[config.mk]
export PLATFORM = sky130hd
export DESIGN_NAME = elevator_request_scheduler_core
export DESIGN_NICKNAME = d
export VERILOG_FILES = /design/src/rtl/core/ers_pkg.sv /design/src/rtl/core/ers_ctrl.sv /design/src/rtl/core/ers_datapath.sv /design/src/rtl/core/elevator_request_scheduler_core.sv
export SDC_FILE = /design/constraint.sdc
export NUM_CORES = 1
export LEC_CHECK = 0
export ABC_AREA = 0
export CORE_ASPECT_RATIO = 1.4
export CORE_MARGIN = 3
export CORE_UTILIZATION = 45
export DETAILED_ROUTE_END_ITERATION = 8
export DONT_BUFFER_PORTS = 1
export GPL_ROUTABILITY_DRIVEN = 0
export PLACE_DENSITY = 0.59
export SLEW_MARGIN = 20
export SYNTH_ARGS = -nofsm -noshare
export SYNTH_HDL_FRONTEND = slang
export SYNTH_SLANG_ARGS = --single-unit
[constraint.sdc]
create_clock -name clk -period 3.3 [get_ports clk]
set_input_delay 0 -clock clk [delete_from_list [all_inputs] [get_ports clk]]
set_output_delay 0 -clock clk [all_outputs]
set_load 0.1 [all_outputs]
[src/rtl/core/ers_pkg.sv]
// ----------------------------------------------------------------------------
// ers_pkg
// shared constants and types of the elevator request scheduler
// ----------------------------------------------------------------------------
package ers_pkg;

  // default building height
  localparam int ERS_FLOORS = 16;

  // input item kinds, carried on in_tuser
  localparam logic OP_REQUEST = 1'b0;
  localparam logic OP_TICK    = 1'b1;

  // heading codes
  typedef logic [1:0] dir_t;
  localparam dir_t DIR_UP   = 2'd0;
  localparam dir_t DIR_DOWN = 2'd1;
  localparam dir_t DIR_IDLE = 2'd2;

  // commands from the controller to the datapath
  typedef struct packed {
    logic req_load;
    logic tick_load;
  } ers_cmd_t;

endpackage

[src/rtl/core/ers_ctrl.sv]
// ----------------------------------------------------------------------------
// ers_ctrl
// handshake controller: holds the result beat and issues update commands
// ----------------------------------------------------------------------------
module ers_ctrl (
  input  logic              clk,
  input  logic              rst_n,
  input  logic              in_tvalid,
  output logic              in_tready,
  input  logic              in_tuser,
  output logic              out_tvalid,
  input  logic              out_tready,
  output ers_pkg::ers_cmd_t cmd
);
  import ers_pkg::*;

  localparam logic ST_EMPTY = 1'b0;
  localparam logic ST_FULL  = 1'b1;

  logic state_r;
  logic state_nxt;
  logic accept;

  // a new beat is taken when no result is held or while the held result leaves
  assign in_tready  = (state_r == ST_EMPTY) || out_tready;
  assign accept     = in_tvalid && in_tready;
  assign out_tvalid = (state_r == ST_FULL);

  // decode the item kind into a datapath command
  always_comb begin
    cmd.req_load  = accept && (in_tuser == OP_REQUEST);
    cmd.tick_load = accept && (in_tuser == OP_TICK);
  end

  // result holding state
  always_comb begin
    state_nxt = state_r;
    unique case (state_r)
      ST_EMPTY: begin
        if (accept) state_nxt = ST_FULL;
      end
      ST_FULL: begin
        if (accept) state_nxt = ST_FULL;
        else if (out_tready) state_nxt = ST_EMPTY;
      end
      default: state_nxt = ST_EMPTY;
    endcase
  end

  always_ff @(posedge clk) begin
    if (!rst_n) begin
      state_r <= ST_EMPTY;
    end else begin
      state_r <= state_nxt;
    end
  end

`ifndef NO_ASSERTIONS
  a_accept_fills: assert property (@(posedge clk) disable iff (!rst_n)
    accept |=> out_tvalid)
    else $error("accepted beat did not produce a result");
  a_no_drop: assert property (@(posedge clk) disable iff (!rst_n)
    (out_tvalid && !out_tready) |=> out_tvalid)
    else $error("pending result dropped");
  a_one_cmd: assert property (@(posedge clk) disable iff (!rst_n)
    !(cmd.req_load && cmd.tick_load))
    else $error("request and tick issued together");
`endif

endmodule

[src/rtl/core/ers_datapath.sv]
// ----------------------------------------------------------------------------
// ers_datapath
// car state, pending floor sets and next-goal priority encoders
// ----------------------------------------------------------------------------
module ers_datapath #(
  parameter int FLOORS = ers_pkg::ERS_FLOORS
) (
  input  logic              clk,
  input  logic              rst_n,
  input  ers_pkg::ers_cmd_t cmd,
  input  logic [3:0]        req_floor,
  output logic [3:0]        current_floor,
  output ers_pkg::dir_t     direction,
  output logic              door_open,
  output logic              moving,
  output logic [3:0]        target_floor,
  output logic              down_phase
);
  import ers_pkg::*;

  localparam int FW = $clog2(FLOORS);
  localparam int W  = (FW > 4) ? FW : 4;

  logic [FW-1:0]     car_r, car_nxt;
  logic [FW-1:0]     goal_r, goal_nxt;
  logic [FLOORS-1:0] up_r, up_nxt;
  logic [FLOORS-1:0] down_r, down_nxt;
  logic              travel_r, travel_nxt;
  logic              phase_r, phase_nxt;
  dir_t              head_r, head_nxt;
  logic              door_r, door_nxt;

  logic [W-1:0]      fl_ext;
  logic [W-1:0]      car_ext;
  logic [W-1:0]      goal_ext;
  logic              fl_in_range;
  logic [FW-1:0]     lo_idx;
  logic [FW-1:0]     hi_idx;
  logic [FW-1:0]     pick;
  logic              have_pick;
  logic              phase_sel;
  logic [FW-1:0]     step_floor;

  assign fl_ext      = W'(req_floor);
  assign car_ext     = W'(car_r);
  assign goal_ext    = W'(goal_r);
  assign fl_in_range = ({1'b0, fl_ext} < (W+1)'(FLOORS));

  // lowest marked up floor
  always_comb begin
    lo_idx = '0;
    for (int i = FLOORS - 1; i >= 0; i--) begin
      if (up_r[i]) lo_idx = FW'(i);
    end
  end

  // highest marked down floor
  always_comb begin
    hi_idx = '0;
    for (int i = 0; i < FLOORS; i++) begin
      if (down_r[i]) hi_idx = FW'(i);
    end
  end

  // phase flip when the current set is empty and the other is not
  always_comb begin
    phase_sel = phase_r;
    if (!phase_r && (up_r == '0) && (down_r != '0)) phase_sel = 1'b1;
    if (phase_r && (down_r == '0) && (up_r != '0)) phase_sel = 1'b0;
    have_pick = phase_sel ? (down_r != '0) : (up_r != '0);
    pick      = phase_sel ? hi_idx : lo_idx;
  end

  // one floor toward the goal
  always_comb begin
    step_floor = car_r;
    if (goal_r > car_r) step_floor = FW'(car_r + 1'b1);
    else if (goal_r < car_r) step_floor = FW'(car_r - 1'b1);
  end

  // state update for requests and ticks
  always_comb begin
    car_nxt    = car_r;
    goal_nxt   = goal_r;
    up_nxt     = up_r;
    down_nxt   = down_r;
    travel_nxt = travel_r;
    phase_nxt  = phase_r;
    head_nxt   = head_r;
    door_nxt   = door_r;
    if (cmd.req_load && fl_in_range) begin
      if (fl_ext >= car_ext) up_nxt[fl_ext[FW-1:0]] = 1'b1;
      else down_nxt[fl_ext[FW-1:0]] = 1'b1;
    end
    if (cmd.tick_load) begin
      if (travel_r) begin
        car_nxt = step_floor;
        if (step_floor == goal_r) begin
          travel_nxt = 1'b0;
          door_nxt   = 1'b1;
        end
      end else begin
        phase_nxt = phase_sel;
        if (have_pick) begin
          if (phase_sel) down_nxt[pick] = 1'b0;
          else up_nxt[pick] = 1'b0;
          goal_nxt = pick;
          if (pick == car_r) begin
            door_nxt   = 1'b1;
            travel_nxt = 1'b0;
          end else begin
            door_nxt   = 1'b0;
            travel_nxt = 1'b1;
            head_nxt   = (pick > car_r) ? DIR_UP : DIR_DOWN;
          end
        end
      end
    end
  end

  always_ff @(posedge clk) begin
    if (!rst_n) begin
      car_r    <= '0;
      goal_r   <= '0;
      up_r     <= '0;
      down_r   <= '0;
      travel_r <= 1'b0;
      phase_r  <= 1'b0;
      head_r   <= DIR_IDLE;
      door_r   <= 1'b0;
    end else begin
      car_r    <= car_nxt;
      goal_r   <= goal_nxt;
      up_r     <= up_nxt;
      down_r   <= down_nxt;
      travel_r <= travel_nxt;
      phase_r  <= phase_nxt;
      head_r   <= head_nxt;
      door_r   <= door_nxt;
    end
  end

  // result fields, floors cut to four bits
  assign current_floor = car_ext[3:0];
  assign target_floor  = goal_ext[3:0];
  assign direction     = head_r;
  assign door_open     = door_r;
  assign moving        = travel_r;
  assign down_phase    = phase_r;

`ifndef NO_ASSERTIONS
  a_travel_goal: assert property (@(posedge clk) disable iff (!rst_n)
    travel_r |-> (car_r != goal_r))
    else $error("travelling while already at goal");
  a_door_travel: assert property (@(posedge clk) disable iff (!rst_n)
    !(door_r && travel_r))
    else $error("door open while travelling");
  a_idle_head: assert property (@(posedge clk) disable iff (!rst_n)
    (head_r == DIR_IDLE) |-> (!travel_r && (car_r == '0)))
    else $error("car moved with idle heading");
`endif

endmodule

[src/rtl/core/elevator_request_scheduler_core.sv]
// ----------------------------------------------------------------------------
// elevator_request_scheduler_core
// single-car look scheduler with alternating up and down service phases
// ----------------------------------------------------------------------------
// timing: a result beat is valid in the cycle after its item is accepted
// throughput: one item per cycle while out_tready stays high; the single
//   result register sets the rate, so a stalled result holds the input side
// reset: synchronous active-low rst_n clears both floor sets, puts the car
//   at floor zero with door closed, heading idle and the up phase first
module elevator_request_scheduler_core #(
  parameter int FLOORS = ers_pkg::ERS_FLOORS
) (
  input  logic        clk,
  input  logic        rst_n,
  input  logic        in_tvalid,
  output logic        in_tready,
  input  logic [7:0]  in_tdata,   // [3:0] floor, [7:4] zero
  input  logic        in_tuser,   // [0] op
  output logic        out_tvalid,
  input  logic        out_tready,
  output logic [15:0] out_tdata   // [3:0] current_floor, [5:4] direction,
                                  // [6] door_open, [7] moving,
                                  // [11:8] target_floor, [12] down_phase,
                                  // [15:13] zero
);
  import ers_pkg::*;

  ers_cmd_t   cmd;
  logic [3:0] current_floor;
  dir_t       direction;
  logic       door_open;
  logic       moving;
  logic [3:0] target_floor;
  logic       down_phase;

  // handshake controller
  ers_ctrl u_ctrl (
    .clk        (clk),
    .rst_n      (rst_n),
    .in_tvalid  (in_tvalid),
    .in_tready  (in_tready),
    .in_tuser   (in_tuser),
    .out_tvalid (out_tvalid),
    .out_tready (out_tready),
    .cmd        (cmd)
  );

  // scheduler state and encoders
  ers_datapath #(
    .FLOORS (FLOORS)
  ) u_datapath (
    .clk           (clk),
    .rst_n         (rst_n),
    .cmd           (cmd),
    .req_floor     (in_tdata[3:0]),
    .current_floor (current_floor),
    .direction     (direction),
    .door_open     (door_open),
    .moving        (moving),
    .target_floor  (target_floor),
    .down_phase    (down_phase)
  );

  // pack the result beat
  assign out_tdata = {3'b000, down_phase, target_floor, moving, door_open,
                      direction, current_floor};

endmodule
# == Word-level counts from Yosys, hierarchy flattened ==
# Cells that the tools add are included.
# word_totals
output_inout_bits,18
regBits,46
# classes
eq_ne,3
order_cmp,8
n_addsub,2
reduce_logical,21
n_mux,66
bitwise,9
# op_table
operator,n
$mux 16,12
$mux 4,27
$and 16x16->16,2
$logic_not 16->1,2
$or 16x16->16,2
$reduce_bool 16->1,2
$mux 1,18
$not 16->16,1
$mux 3,4
$lt 4x5->1 const B,2
$logic_and 1x1->1,9
$demux 1 s4,2
$eq 4x4->1,2
$ge 4x1->1 const B,2
$gt 4x4->1,2
$reduce_and 3->1,2
$add 4x1->4 const B,1
$ge 4x4->1,1
$lt 4x4->1,1
$mux 2,2
$not 1->1,4
$reduce_and 2->1,2
$reduce_and 4->1,1
$sub 4x1->4 const B,1
5 further kinds,5

# == Depth between registers and ports, before layout ==
# Gate-level depths: netlist of the first run.
# depth
depth_word,27
ltp_mapped,13

# == Hierarchy ==
# From an unflattened synthesis of the first run, not the netlist that was laid out.
# hier_totals
hier_cells,358
area_unflattened_um2,2879.0
# by_module_without_submodules
mod,n_inst,seq_area_each_um2,area_per_inst_um2,cells_each
ers_datapath,1,900.9,2766.4,345
ers_ctrl,1,20.0,63.8,6
elevator_request_scheduler_core,1,0.0,48.8,7

# == Least setup slack after synthesis of the first run ==
# No wires, ideal clock.
# synth_path
path_type,register -> register
start,"register u_ctrl.state_r, in the netlist u_ctrl.out_tvalid"
end,register u_datapath.down_r[12]
synth_period_minus_slack_ns,3.214
n_path_buf,1
stages_incl_launch_ff,8
arrival_time_ns,3.135
required_time_ns,3.221
slack_ns,0.086
path_cell_list,dfxtp_1 nand2b_1 and3_1 clkbuf_1 nor2b_1 o21ai_0 and3b_4 a211oi_2
# synth_via
elab_chain_len,10
# synth_lines
item,line,rtl
"start, declared",ers_ctrl.sv:20,logic state_r;
"start signal, assigned",ers_ctrl.sv:54,state_r <= state_nxt;
$not 1->1 (*),ers_ctrl.sv:25,assign in_tready = (state_r == ST_EMPTY) || out_tready;
$logic_or 1x1->1 (*),ers_ctrl.sv:25,
net in_tready,elevator_request_scheduler_core.sv:16,"output logic in_tready,"
$logic_and 1x1->1 (*),ers_ctrl.sv:26,assign accept = in_tvalid && in_tready;
$logic_and 1x1->1,ers_ctrl.sv:31,cmd.req_load = accept && (in_tuser == OP_REQUEST);
$mux 16,ers_datapath.sv:91,if (cmd.req_load && fl_in_range) begin
$and 16x16->16 (no line),n/a,
$mux 16,ers_datapath.sv:105,if (phase_sel) down_nxt[pick] = 1'b0;
$mux 16,ers_datapath.sv:104,if (have_pick) begin
$mux 16,ers_datapath.sv:96,if (travel_r) begin
$mux 16 (*),ers_datapath.sv:95,if (cmd.tick_load) begin
"end signal, assigned",ers_datapath.sv:135,down_r <= down_nxt;
"end, declared",ers_datapath.sv:27,"logic [FLOORS-1:0] down_r, down_nxt;"
# Mark *: on every way through the listed nets, which the timed path passes. The rest lies on a longest branch.
# A chain may end at the register's enable or synchronous reset.

# == Worst setup path in the final report of the first run ==
# layout_path
start,register u_datapath.up_r[1]
end,"register u_datapath.head_r[0], in the netlist u_datapath.direction[0]"
# layout_via
elab_chain_len,9
# layout_lines
item,line,rtl
"start, declared",ers_datapath.sv:26,"logic [FLOORS-1:0] up_r, up_nxt;"
"start signal, assigned",ers_datapath.sv:134,up_r <= up_nxt;
$logic_not 16->1,ers_datapath.sv:68,if (!phase_r && (up_r == '0) && (down_r != '0)) phase_sel = 1'b1;
$logic_and 1x1->1 (2 in series),ers_datapath.sv:68,
$mux 1,ers_datapath.sv:68,
$mux 1,ers_datapath.sv:69,if (phase_r && (down_r == '0) && (up_r != '0)) phase_sel = 1'b0;
$mux 4 (*),ers_datapath.sv:71,pick = phase_sel ? hi_idx : lo_idx;
net u_datapath.pick[1],ers_datapath.sv:39,logic [FW-1:0] pick;
"parallel branches: the longest is 3 deep, another holds $gt 4x4->1",n/a,
"end signal, assigned",ers_datapath.sv:138,head_r <= head_nxt;
"end, declared",ers_datapath.sv:30,"dir_t head_r, head_nxt;"
# Mark *: on every way through the listed nets, which the timed path passes.

==> qor.yml, run 1 <==
run_status: "complete, no violations"
synth-edff-count: 0
period_share: 0.8933
nFillCells: 636
finClkSkew_ns: 0.006135
vias: 2749
worst-setup-path-type: "flop to flop"
cp_cell_sequence: "nor4_1 -> nand2_1 -> nor2_2 -> maj3_4 -> mux2_4 -> ha_1 -> nor2b_1 -> o21ai_0 -> nand2b_1 -> a21oi_1 -> nand2_1 -> a21oi_1"
r2r_slack_ns: 0.35
placed_area_um2: 3029
maxCapViolCount: 0
drive_above_1_share: 0.1263
cp-start-kind: "flop"
p_clk_frac: 0.330
slowest_stage: "nor4_1"
cp_slowest_stage_delay_ns: 0.43
tightest_slew_ns: 0.9881
cts_tree: "built"
setup_viol_count_final: 0
grt_pass1_wl_um: 13460
synth-async-reset-ratio: 0
timing.rr.start: "u_datapath.up_r[1]"
p_int_mw: 0.7847
grt_max_degree: 32
worst-endpoint-arrival_ns: 3.18
grt_pass1_vias: 2597
area_delta_synth_final_pct: 8.744
wire_per_inst_um: 18.12
via_per_inst: 6.082
grtUsageTotal: 0.2373
layout.nets: 406
hpwlAfterDp_um: 6075
multiInputGateArea_um2: 1815
tns_ns: 0
netlist_instances: 366
hold_viol: 0
routed_wl_um: 8188
whs_path_depth: 3
drv_slew: 0
synth.avg_cell_area_um2: 7.976
core_um2: 6254
r2r-end: "u_datapath.direction[0]"
leakage_nw: 1.262
min_from: "in_tdata[0]"
critPathBufInv: 0
die_h_um: 101.3
antenna_left: 0
drt_iter0_drc: 201
cts.sinks: 46
min_to: "u_datapath.down_r[14]"
finalCriticalPeriod_ns: 2.948
crit_family: "simple AND/OR/NAND/NOR gates"
cp_max_fo: 6
final_cell_mix: "a21oi_1, dfxtp_1, o21ai_0, nor2_1, inv_1"
switching_share: 0.3072
required_ns: 3.53
io_buffers: 0
ys_types: 54
remaining_drc_errors: 0
rows: 34
seq_power_share: 0.506
rsz0062_at_grt: "false"
clk_pin_slew_worst_paths_ns: 0.09
yosys_warnings: 0
syn_area_um2: 2919
pre_cts_slack_ns: 0.3705
dr.pass1.iters: 5
hp-class: "primary input to flop"
p_switching_mw: 0.3480
finalInstanceArea_um2: 3174
die_x_um: 74.07
dpl.cell_count: 439
ios: 31
end_kind: "flop"
clock.fmax_mhz: 339.2
vdd_drop_max_mv: 0.2260
h-tree-depth: 2
synth_seq_cells: 46
ys_seq_area_frac: 0.3155
clock_path_buffers: 2
antenna_found_initial: 0
seq_area_um2: 920.9
clk_latency_ns: 0.30
combPwrFrac: 0.165
cts_buffers: 5
finalWorstSetupSlack_ns: 0.3520
n_antenna_cell: 0
powerDensity_nw_per_um2: 356.8
ys.flop_type: "dfxtp_1"
gr-total-overflow: 0
r2r_cells: 12
slew_headroom: 0.3391
clock-root-buffer: "clkbuf_8"
instances_no_fill: 452
dieArea_um2: 7503
start_util: 0.4668
==> power by group through the flow <==
stage	combinational (mW)	clock, mW	sequential [mW]
CTS	0.185	0.387	0.573
floorplan	0.137	0	0.592
global route	0.201	0.404	0.574
global placement	0.174	0	0.586
finish	0.187	0.373	0.573
detailed placement	0.174	0	0.586
==> worst max-delay path by stage <==
| stage | depth (start not counted) | endpoint | from |
|---|---|---|---|
| 2_1_floorplan | 7 | u_datapath.down_r[12] | u_ctrl.out_tvalid |
| 3_3_place_gp | 11 | u_datapath.door_open | u_datapath.up_r[5] |
| 3_5_place_dp | 11 | u_datapath.door_open | u_datapath.up_r[1] |
| 4_1_cts | 11 | u_datapath.door_open | u_datapath.up_r[1] |
| 5_1_grt | 11 | u_datapath.door_open | u_datapath.up_r[5] |
| 6_report | 12 | u_datapath.direction[0] | u_datapath.up_r[1] |
==> through the flow <==
stage	utilization	hold slack, ns	power, mW
finish	0.5076	0.04326	1.133
global route	0.5076	0.07277	1.178
CTS	0.5076	0.03596	1.145
detailed placement	0.4844	0.06947	0.7601
global placement	0.4844	0.06775	0.7596
floorplan	-	0.1295	0.7293
==> repair_timing <==
item,in CTS,in global routing
setup buffers,0,0
gates resized for setup,0,0
hold buffers,5,0
endpoints found under the hold margin,35,0
==> layer usage <==
| metal | global-route usage | wire (µm) | up-vias |
|---|---|---|---|
| met5 | 0 | 0 | - |
| met4 | 0.1018 | 252 | 0 |
| met3 | 0.03078 | 365 | 17 |
| met2 | 0.4167 | 4362 | 82 |
| met1 | 0.2841 | 3208 | 1306 |
| li1 | - | - | 1344 |
==> cells by family after synthesis <==
family | after synthesis | synth area share
mux | 9 | 0.03858
flops | 46 | 0.3155
fa+ha+maj | 15 | 0.06472
xor+xnor | 8 | 0.02400
simple gates | 132 | 0.2598
buf+inv | 38 | 0.06515
compound gates | 117 | 0.2310
other cells | 1 | 0.001285
==> synthesized netlist by cell type (5+ instances only) <==
cell type / instances / share of area
a31oi_1: 10 / 0.021
nand3_1: 6 / 0.010
nand2_1: 19 / 0.024
nor4_1: 6 / 0.013
xnor2_1: 5 / 0.015
o21ai_0: 39 / 0.067
mux2i_1: 6 / 0.021
buf_4: 6 / 0.015
nor3_1: 19 / 0.033
ha_1: 14 / 0.060
nor2_1: 35 / 0.045
dfxtp_1: 46 / 0.32
nand2b_1: 7 / 0.015
inv_1: 20 / 0.026
clkbuf_1: 6 / 0.0077
nor2b_1: 9 / 0.019
a21oi_1: 46 / 0.079
==> flip-flops by register name (all words and copies together) (netlist names) <==
signal and count:
u_datapath.moving 1, u_ctrl.out_tvalid 1, u_datapath.current_floor 4, u_datapath.door_open 1, u_datapath.target_floor 4, u_datapath.direction 2, u_datapath.down_r 16, u_datapath.up_r 16
u_datapath.down_phase 1
==> layout make-up <==
cell class	count	share of cell area
Tap cell	72	0.02838
Multi-Input combinational cell	284	0.5719
Clock buffer	6	0.02602
Timing Repair Buffer	22	0.05597
Clock inverter	2	0.003942
Inverter	20	0.02365
Sequential cell	46	0.2901
==> worst register-to-register path, cell delays in order (launching register included) <==
cell and delay (ns):
dfxtp_1 0.35, nor4_1 0.43, nand2_1 0.17, nor2_2 0.22, maj3_4 0.27, mux2_4 0.35
ha_1 0.30, nor2b_1 0.13, o21ai_0 0.14, nand2b_1 0.07, a21oi_1 0.21, nand2_1 0.08
a21oi_1 0.14
Power figures use the tool's default switching activity.
==> inputs of run 2 (changes only) <==
--- a/config.mk
+++ b/config.mk
@@ -8,12 +8,13 @@
 export ABC_AREA = 0
 export CORE_ASPECT_RATIO = 1.4
 export CORE_MARGIN = 3
-export CORE_UTILIZATION = 45
+export CORE_UTILIZATION = 40
 export DETAILED_ROUTE_END_ITERATION = 8
 export DONT_BUFFER_PORTS = 1
 export GPL_ROUTABILITY_DRIVEN = 0
-export PLACE_DENSITY = 0.59
+export PLACE_DENSITY = 0.53
 export SLEW_MARGIN = 20
 export SYNTH_ARGS = -nofsm -noshare
 export SYNTH_HDL_FRONTEND = slang
+export SYNTH_HIERARCHICAL = 1
 export SYNTH_SLANG_ARGS = --single-unit
==> run 2 against run 1 <==
- total power is 4.3% higher
- utilization decreased by 5.2 points
- clock skew is 0.0019 ns higher
- count of clock-buffer cells in the layout unchanged
- sequential share of layout area about the same
- highest routed layer unchanged
- largest cell class unchanged
- critical path type unchanged
- final cell count is 2.0% higher
==> qor.yml, run 2 <==
clock-root-buffer: "clkbuf_8"
ys_top_cells_by_count: "dfxtp_1, a21oi_1, o21ai_0"
combPwrFrac: 0.152
clock.fmax_mhz: 325.8
synth.avg_cell_area_um2: 8.042
cts_buffers: 5
hpwlAfterDp_um: 5755
area_delta_synth_final_pct: 10.43
min_from: "in_tdata[3]"
ys_types: 57
seq_power_share: 0.486
p_clk_frac: 0.362
switching_share: 0.2744
gr-total-overflow: 0
tns_ns: 0
yosys_warnings: 6
setup_viol_count_final: 0
wire_per_inst_um: 16.62
top_regs: "u_datapath/down_r (16), u_datapath/up_r (16)"
synth-edff-count: 0
worst-setup-path-type: "flop to flop"
slowest_stage: "nor4_1"
die_h_um: 106.4
grt_pass1_wl_um: 12540
hold_viol: 0
maxCapViolCount: 0
instances_no_fill: 461
remaining_drc_errors: 0
cp_cell_sequence: "nor4_1 -> nand2_1 -> nor2_1 -> maj3_2 -> mux2_4 -> inv_2 -> ha_1 -> a41o_1 -> a211o_1 -> a21boi_0"
timing.rr.start: "u_datapath/up_r[5]"
seq_area_um2: 920.9
cts.sinks: 46
start_util: 0.4124
die_x_um: 77.70
io_buffers: 0
n_antenna_cell: 0
hp-class: "primary input to flop"
met2_usage: 0.3260
clk_pin_slew_worst_paths_ns: 0.09
netlist_instances: 358
ios: 31
layout.nets: 393
leakage_nw: 1.236
dpl.cell_count: 451
grt_max_degree: 48
cts_setup_buffers: 0
ys.flop_type: "dfxtp_1"
core_um2: 6982
rows: 36
powerDensity_nw_per_um2: 371.5
slew_headroom: 0.3560
vias: 2548
finalCriticalPeriod_ns: 3.069
multiInputGateArea_um2: 1814
cp_max_fo: 6
grtUsageTotal: 0.1912
yosysTopAreaCell: "dfxtp_1"
clock_path_buffers: 2
finClkSkew_ns: 0.008049
cts_tree: "built"
drt_iter0_drc: 132
netlist_top_cells_area: "dfxtp_1, ha_1, a21oi_1"
antenna_found_initial: 0
drv_slew: 0
run_status: "complete, no violations"
p_switching_mw: 0.3241
p_int_mw: 0.8569
grt_pass1_vias: 2518
drive_above_1_share: 0.1230
synth-async-reset-ratio: 0
clk_latency_ns: 0.29
h-tree-depth: 2
final_common_cell: "dfxtp_1"
worst-endpoint-arrival_ns: 3.29
ys_seq_area_frac: 0.3199
synth_seq_cells: 46
use_met1: 0.2234
grt_use_met3: 0.04492
final_cell_mix: "dfxtp_1, a21oi_1, o21ai_0, nor2_1, nor3_1"
final_util: 0.4554
via_per_inst: 5.527
cp-start-kind: "flop"
vdd_drop_max_mv: 0.2748
yosysMostFrequentCell: "dfxtp_1"
cp_slowest_stage_delay_ns: 0.45
dr.pass1.iters: 4
busiest_layer: "met2"
nFillCells: 725
dieArea_um2: 8266
hold_slack_ns: 0.09302
yosys.area.top_type_share: 0.3199
tightest_slew_ns: 0.9647
rsz0062_at_grt: "false"
required_ns: 3.52
end_kind: "flop"
syn_area_um2: 2879
routed_wl_um: 7661
antenna_left: 0
critPathLaunch: "u_datapath/up_r[5]"
period_share: 0.9301
## run 2: cell count changes after synthesis, moves of 8 or more
cell / previous run / this run
a21oi_1: 46 / 34
and2_1: 2 / 10
a31oi_1: 10 / 1
o21ai_0: 39 / 31
o221a_2: 0 / 11
## run 2: final cells by class
type | instances | share of cell area
inverters | 20 | 0.02361
clock buffers | 6 | 0.02597
multi-input cells | 277 | 0.5706
repair buffers | 16 | 0.04329
clock inverters | 1 | 0.009445
flip-flops and latches | 46 | 0.2896
well taps | 95 | 0.03739
## run 2: worst paths after layout
| check | endpoint | slack (ns) | cells past startpoint |
|---|---|---|---|
| worst max register to register | u_datapath/direction[0] | 0.23 | 10 |
| worst min-delay path | u_datapath/down_r[15] | 0.09 | 4 |
| worst min register to register | u_datapath/down_r[0] | 0.56 | 2 |
| worst max-delay path | u_datapath/direction[0] | 0.23 | 10 |
## run 2: timing repair
action | in CTS | in global routing
setup endpoints to repair | 0 | 1
hold buffers | 3 | 0
resized for setup | 0 | 2
hold endpoints to repair | 46 | 0
## run 2: routing by layer
| layer | routed length, µm | part of all wire | up-vias |
|---|---|---|---|
| met5 | 0 | 0 | - |
| met4 | 219 | 0.029 | 0 |
| met3 | 269 | 0.035 | 19 |
| met2 | 3829 | 0.50 | 51 |
| met1 | 3343 | 0.44 | 1175 |
| li1 | - | - | 1303 |
## run 2: worst max-delay path: cells and delay by family (launching register included)
kind	cells	cell delay (ns)
fa+ha+maj	2	0.55
flops	1	0.36
buf+inv	1	0.11
mux	1	0.35
simple gates	3	0.91
compound gates	3	0.70
## run 2: cell families (layout without fill, tap and decap cells)
kind of cell,count (synthesis),count (layout),synth area share
multiplexers,8,8,0.03390
AND/OR/NAND/NOR,139,139,0.2651
AO/OA/AOI/OAI,104,104,0.2338
adder cells (fa/ha/maj),15,15,0.06475
XOR/XNOR,8,8,0.02434
other,1,3,0.001303
buffers and inverters,37,43,0.05693
flip-flops,46,46,0.3199
## run 2: power by group through the flow
| stage | sequential (mW) | combinational (mW) | clock [mW] |
|---|---|---|---|
| after floorplan | 0.590 | 0.141 | 0 |
| after global placement | 0.587 | 0.165 | 0 |
| after detailed placement | 0.587 | 0.166 | 0 |
| after CTS | 0.574 | 0.180 | 0.438 |
| after global routing | 0.575 | 0.195 | 0.462 |
| final | 0.574 | 0.180 | 0.427 |
## run 2: metrics by stage
stage / total power [mW] / cell area, µm² / setup WS (ns)
after detailed placement: 0.7535 / 3014 / 0.3145
after CTS: 1.192 / 3167 / 0.2666
after global placement: 0.7523 / 3014 / 0.3346
final: 1.181 / 3179 / 0.2308
after floorplan: 0.7304 / 2887 / 0.3175
after global routing: 1.233 / 3179 / 0.01468
==> inputs of run 3 (changes only) <==
--- a/config.mk
+++ b/config.mk
@@ -7,12 +7,12 @@
 export LEC_CHECK = 0
 export ABC_AREA = 0
 export CORE_ASPECT_RATIO = 1.4
-export CORE_MARGIN = 3
 export CORE_UTILIZATION = 40
 export DETAILED_ROUTE_END_ITERATION = 8
 export DONT_BUFFER_PORTS = 1
 export GPL_ROUTABILITY_DRIVEN = 0
 export PLACE_DENSITY = 0.53
+export RECOVER_POWER = 100
 export SLEW_MARGIN = 20
 export SYNTH_ARGS = -nofsm -noshare
 export SYNTH_HDL_FRONTEND = slang
==> constraint.sdc (replaced) <==
create_clock -name clk -period 3.8 [get_ports clk]
set_input_delay 0 -clock clk [delete_from_list [all_inputs] [get_ports clk]]
set_output_delay 0 -clock clk [all_outputs]
set_load 0.1 [all_outputs]
==> run 3 against run 2 <==
- sequential power down 13%
- setup slack improved by 0.13 ns
- critical path depth stayed put
- utilization shrank 1.0 points
- first-iteration DRC count is 3.0% higher
- register-to-register slack better by 0.13 ns
- final cell count is the same
- largest cell class unchanged
- critical endpoint is now u_datapath/direction[1]
- die area fell by 8.7%
- count of clock-buffer cells in the layout up 1
- worst hold slack lost 0.068 ns
- global-route usage rose by 2.3 points
- sequential share of layout area grew 0.68 points
==> qor.yml, run 3 (synthesis gave the netlist of run 2 again) <==
rows: 36
core_um2: 6982
drt_iter0_drc: 136
grt_max_degree: 48
cts_buffers: 5
wire_per_inst_um: 15.94
tns_ns: 0
pre_cts_slack_ns: 0.7311
finClkSkew_ns: 0.002785
clock.fmax_mhz: 291.2
clk_pin_slew_worst_paths_ns: 0.08
cp_max_fo: 10
drv_slew: 0
h-tree-depth: 2
cts.sinks: 46
n_antenna_cell: 0
hp-class: "primary input to flop"
worst-endpoint-arrival_ns: 3.63
clock-root-buffer: "clkbuf_8"
critPathBufInv: 1
drive_above_1_share: 0.09290
cts_hold_buf: 3
clock_path_buffers: 2
via_per_inst: 5.525
slowest_stage: "dlygate4sd3_1"
run_status: "complete, no violations"
leakage_nw: 1.176
top_regs: "u_datapath/down_r (16), u_datapath/up_r (16)"
finalWorstSetupSlack_ns: 0.3656
placed_area_um2: 3007
hold_viol: 0
die_x_um: 73.70
vdd_drop_max_mv: 0.1215
slew_headroom: 0.08404
finalCriticalPeriod_ns: 3.434
grt_pass1_wl_um: 12240
powerDensity_nw_per_um2: 309.1
routed_wl_um: 7349
end_kind: "flop"
cts_tree: "built"
p_total_mw: 0.9604
clk_latency_ns: 0.30
grt_pass1_vias: 2496
crit_top_cell: "nand2_1"
area_delta_synth_final_pct: 7.910
dr_wl_met2_um: 3562
cts_setup_buffers: 0
vias: 2547
tightest_slew_ns: 1.374
rsz0062_at_grt: "false"
layout.nets: 392
dieArea_um2: 7545
dr.pass1.iters: 4
ios: 31
top_layer: "met4"
final_common_cell: "dfxtp_1"
period_share: 0.9038
final_cell_mix: "dfxtp_1, a21oi_1, o21ai_0, nor2_1, nor3_1"
setup_viol_count_final: 0
instances_no_fill: 461
cts_resized: 0
finalInstanceArea_um2: 3107
cp_cell_sequence: "nor4_1 -> nand2_1 -> nor2_1 -> maj3_1 -> mux2i_4 -> ha_1 -> a41o_1 -> nand2_1 -> nand2_1 -> dlygate4sd3_1"
worst-setup-path-type: "flop to flop"
antenna_left: 0
antenna_found_initial: 0
dpl.cell_count: 450
gr-total-overflow: 0
hpwlAfterDp_um: 5508
io_buffers: 0
die_h_um: 102.4
required_ns: 3.99
start_util: 0.4124
wl_met3_um: 273
crit_family: "simple AND/OR/NAND/NOR gates"
grtUsageTotal: 0.2142
cp_slowest_stage_delay_ns: 0.54
wl_met1_um: 3269
remaining_drc_errors: 0
maxCapViolCount: 0
cp-start-kind: "flop"
## run 3: changes by cell type in the layout (fill, tap and decap cells not counted), moves of 2 or more
cell / previous run / this run
and2_0: 0 / 7
and2_1: 10 / 3
buf_4: 13 / 6
clkbuf_1: 0 / 7
nor4_1: 3 / 5
nor4_2: 3 / 1
## run 3: routing by layer
metal | track usage | vias up
li1 | - | 1290
met1 | 0.2511 | 1187
met2 | 0.3684 | 52
met3 | 0.04241 | 18
met4 | 0.1036 | 0
met5 | 0 | -
## run 3: cell type report
class,instances,area [µm²]
inverter,20,75.07
tap,95,118.9
clock buffer,7,86.33
fill,717,3875
sequential,46,920.9
clock inverter,1,5.005
timing repair buffer,15,107.6
multi-input combinational,277,1793
## run 3: worst register-to-register path, delay by kind of cell (launching register included)
| family | cells | cell delay [ns] |
|---|---|---|
| adder cells (fa/ha/maj) | 2 | 0.66 |
| AO/OA/AOI/OAI | 1 | 0.32 |
| AND/OR/NAND/NOR | 5 | 1.05 |
| multiplexers | 1 | 0.42 |
| flip-flops | 1 | 0.35 |
| buffers and inverters | 1 | 0.54 |
## run 3: worst paths after layout
kind                             start                 endpoint  slack (ns)  depth (start not counted)
setup reg to reg    u_datapath/up_r[0]  u_datapath/direction[1]        0.37                         10
hold reg to reg   u_datapath/down_r[1]     u_datapath/down_r[1]        0.57                          2
setup / recovery    u_datapath/up_r[0]  u_datapath/direction[1]        0.37                         10
hold / removal                   rst_n        u_datapath/moving        0.03                          2
## run 3: metrics by stage
step	util	hold slack, ns
after detailed placement	0.4306	0.07137
after global placement	0.4306	0.07186
after floorplan	-	0.1531
after global routing	0.4450	0.003185
after CTS	0.4495	0.004748
final	0.4450	0.02514
## run 3: power breakdown
group	internal [mW]	switching [mW]	leakage, nW	total [mW]
combinational	0.0437	0.107	0.756	0.151
sequential	0.487	0.0109	0.371	0.498
clock	0.147	0.165	0.0482	0.312
total	0.678	0.283	1.18	0.960
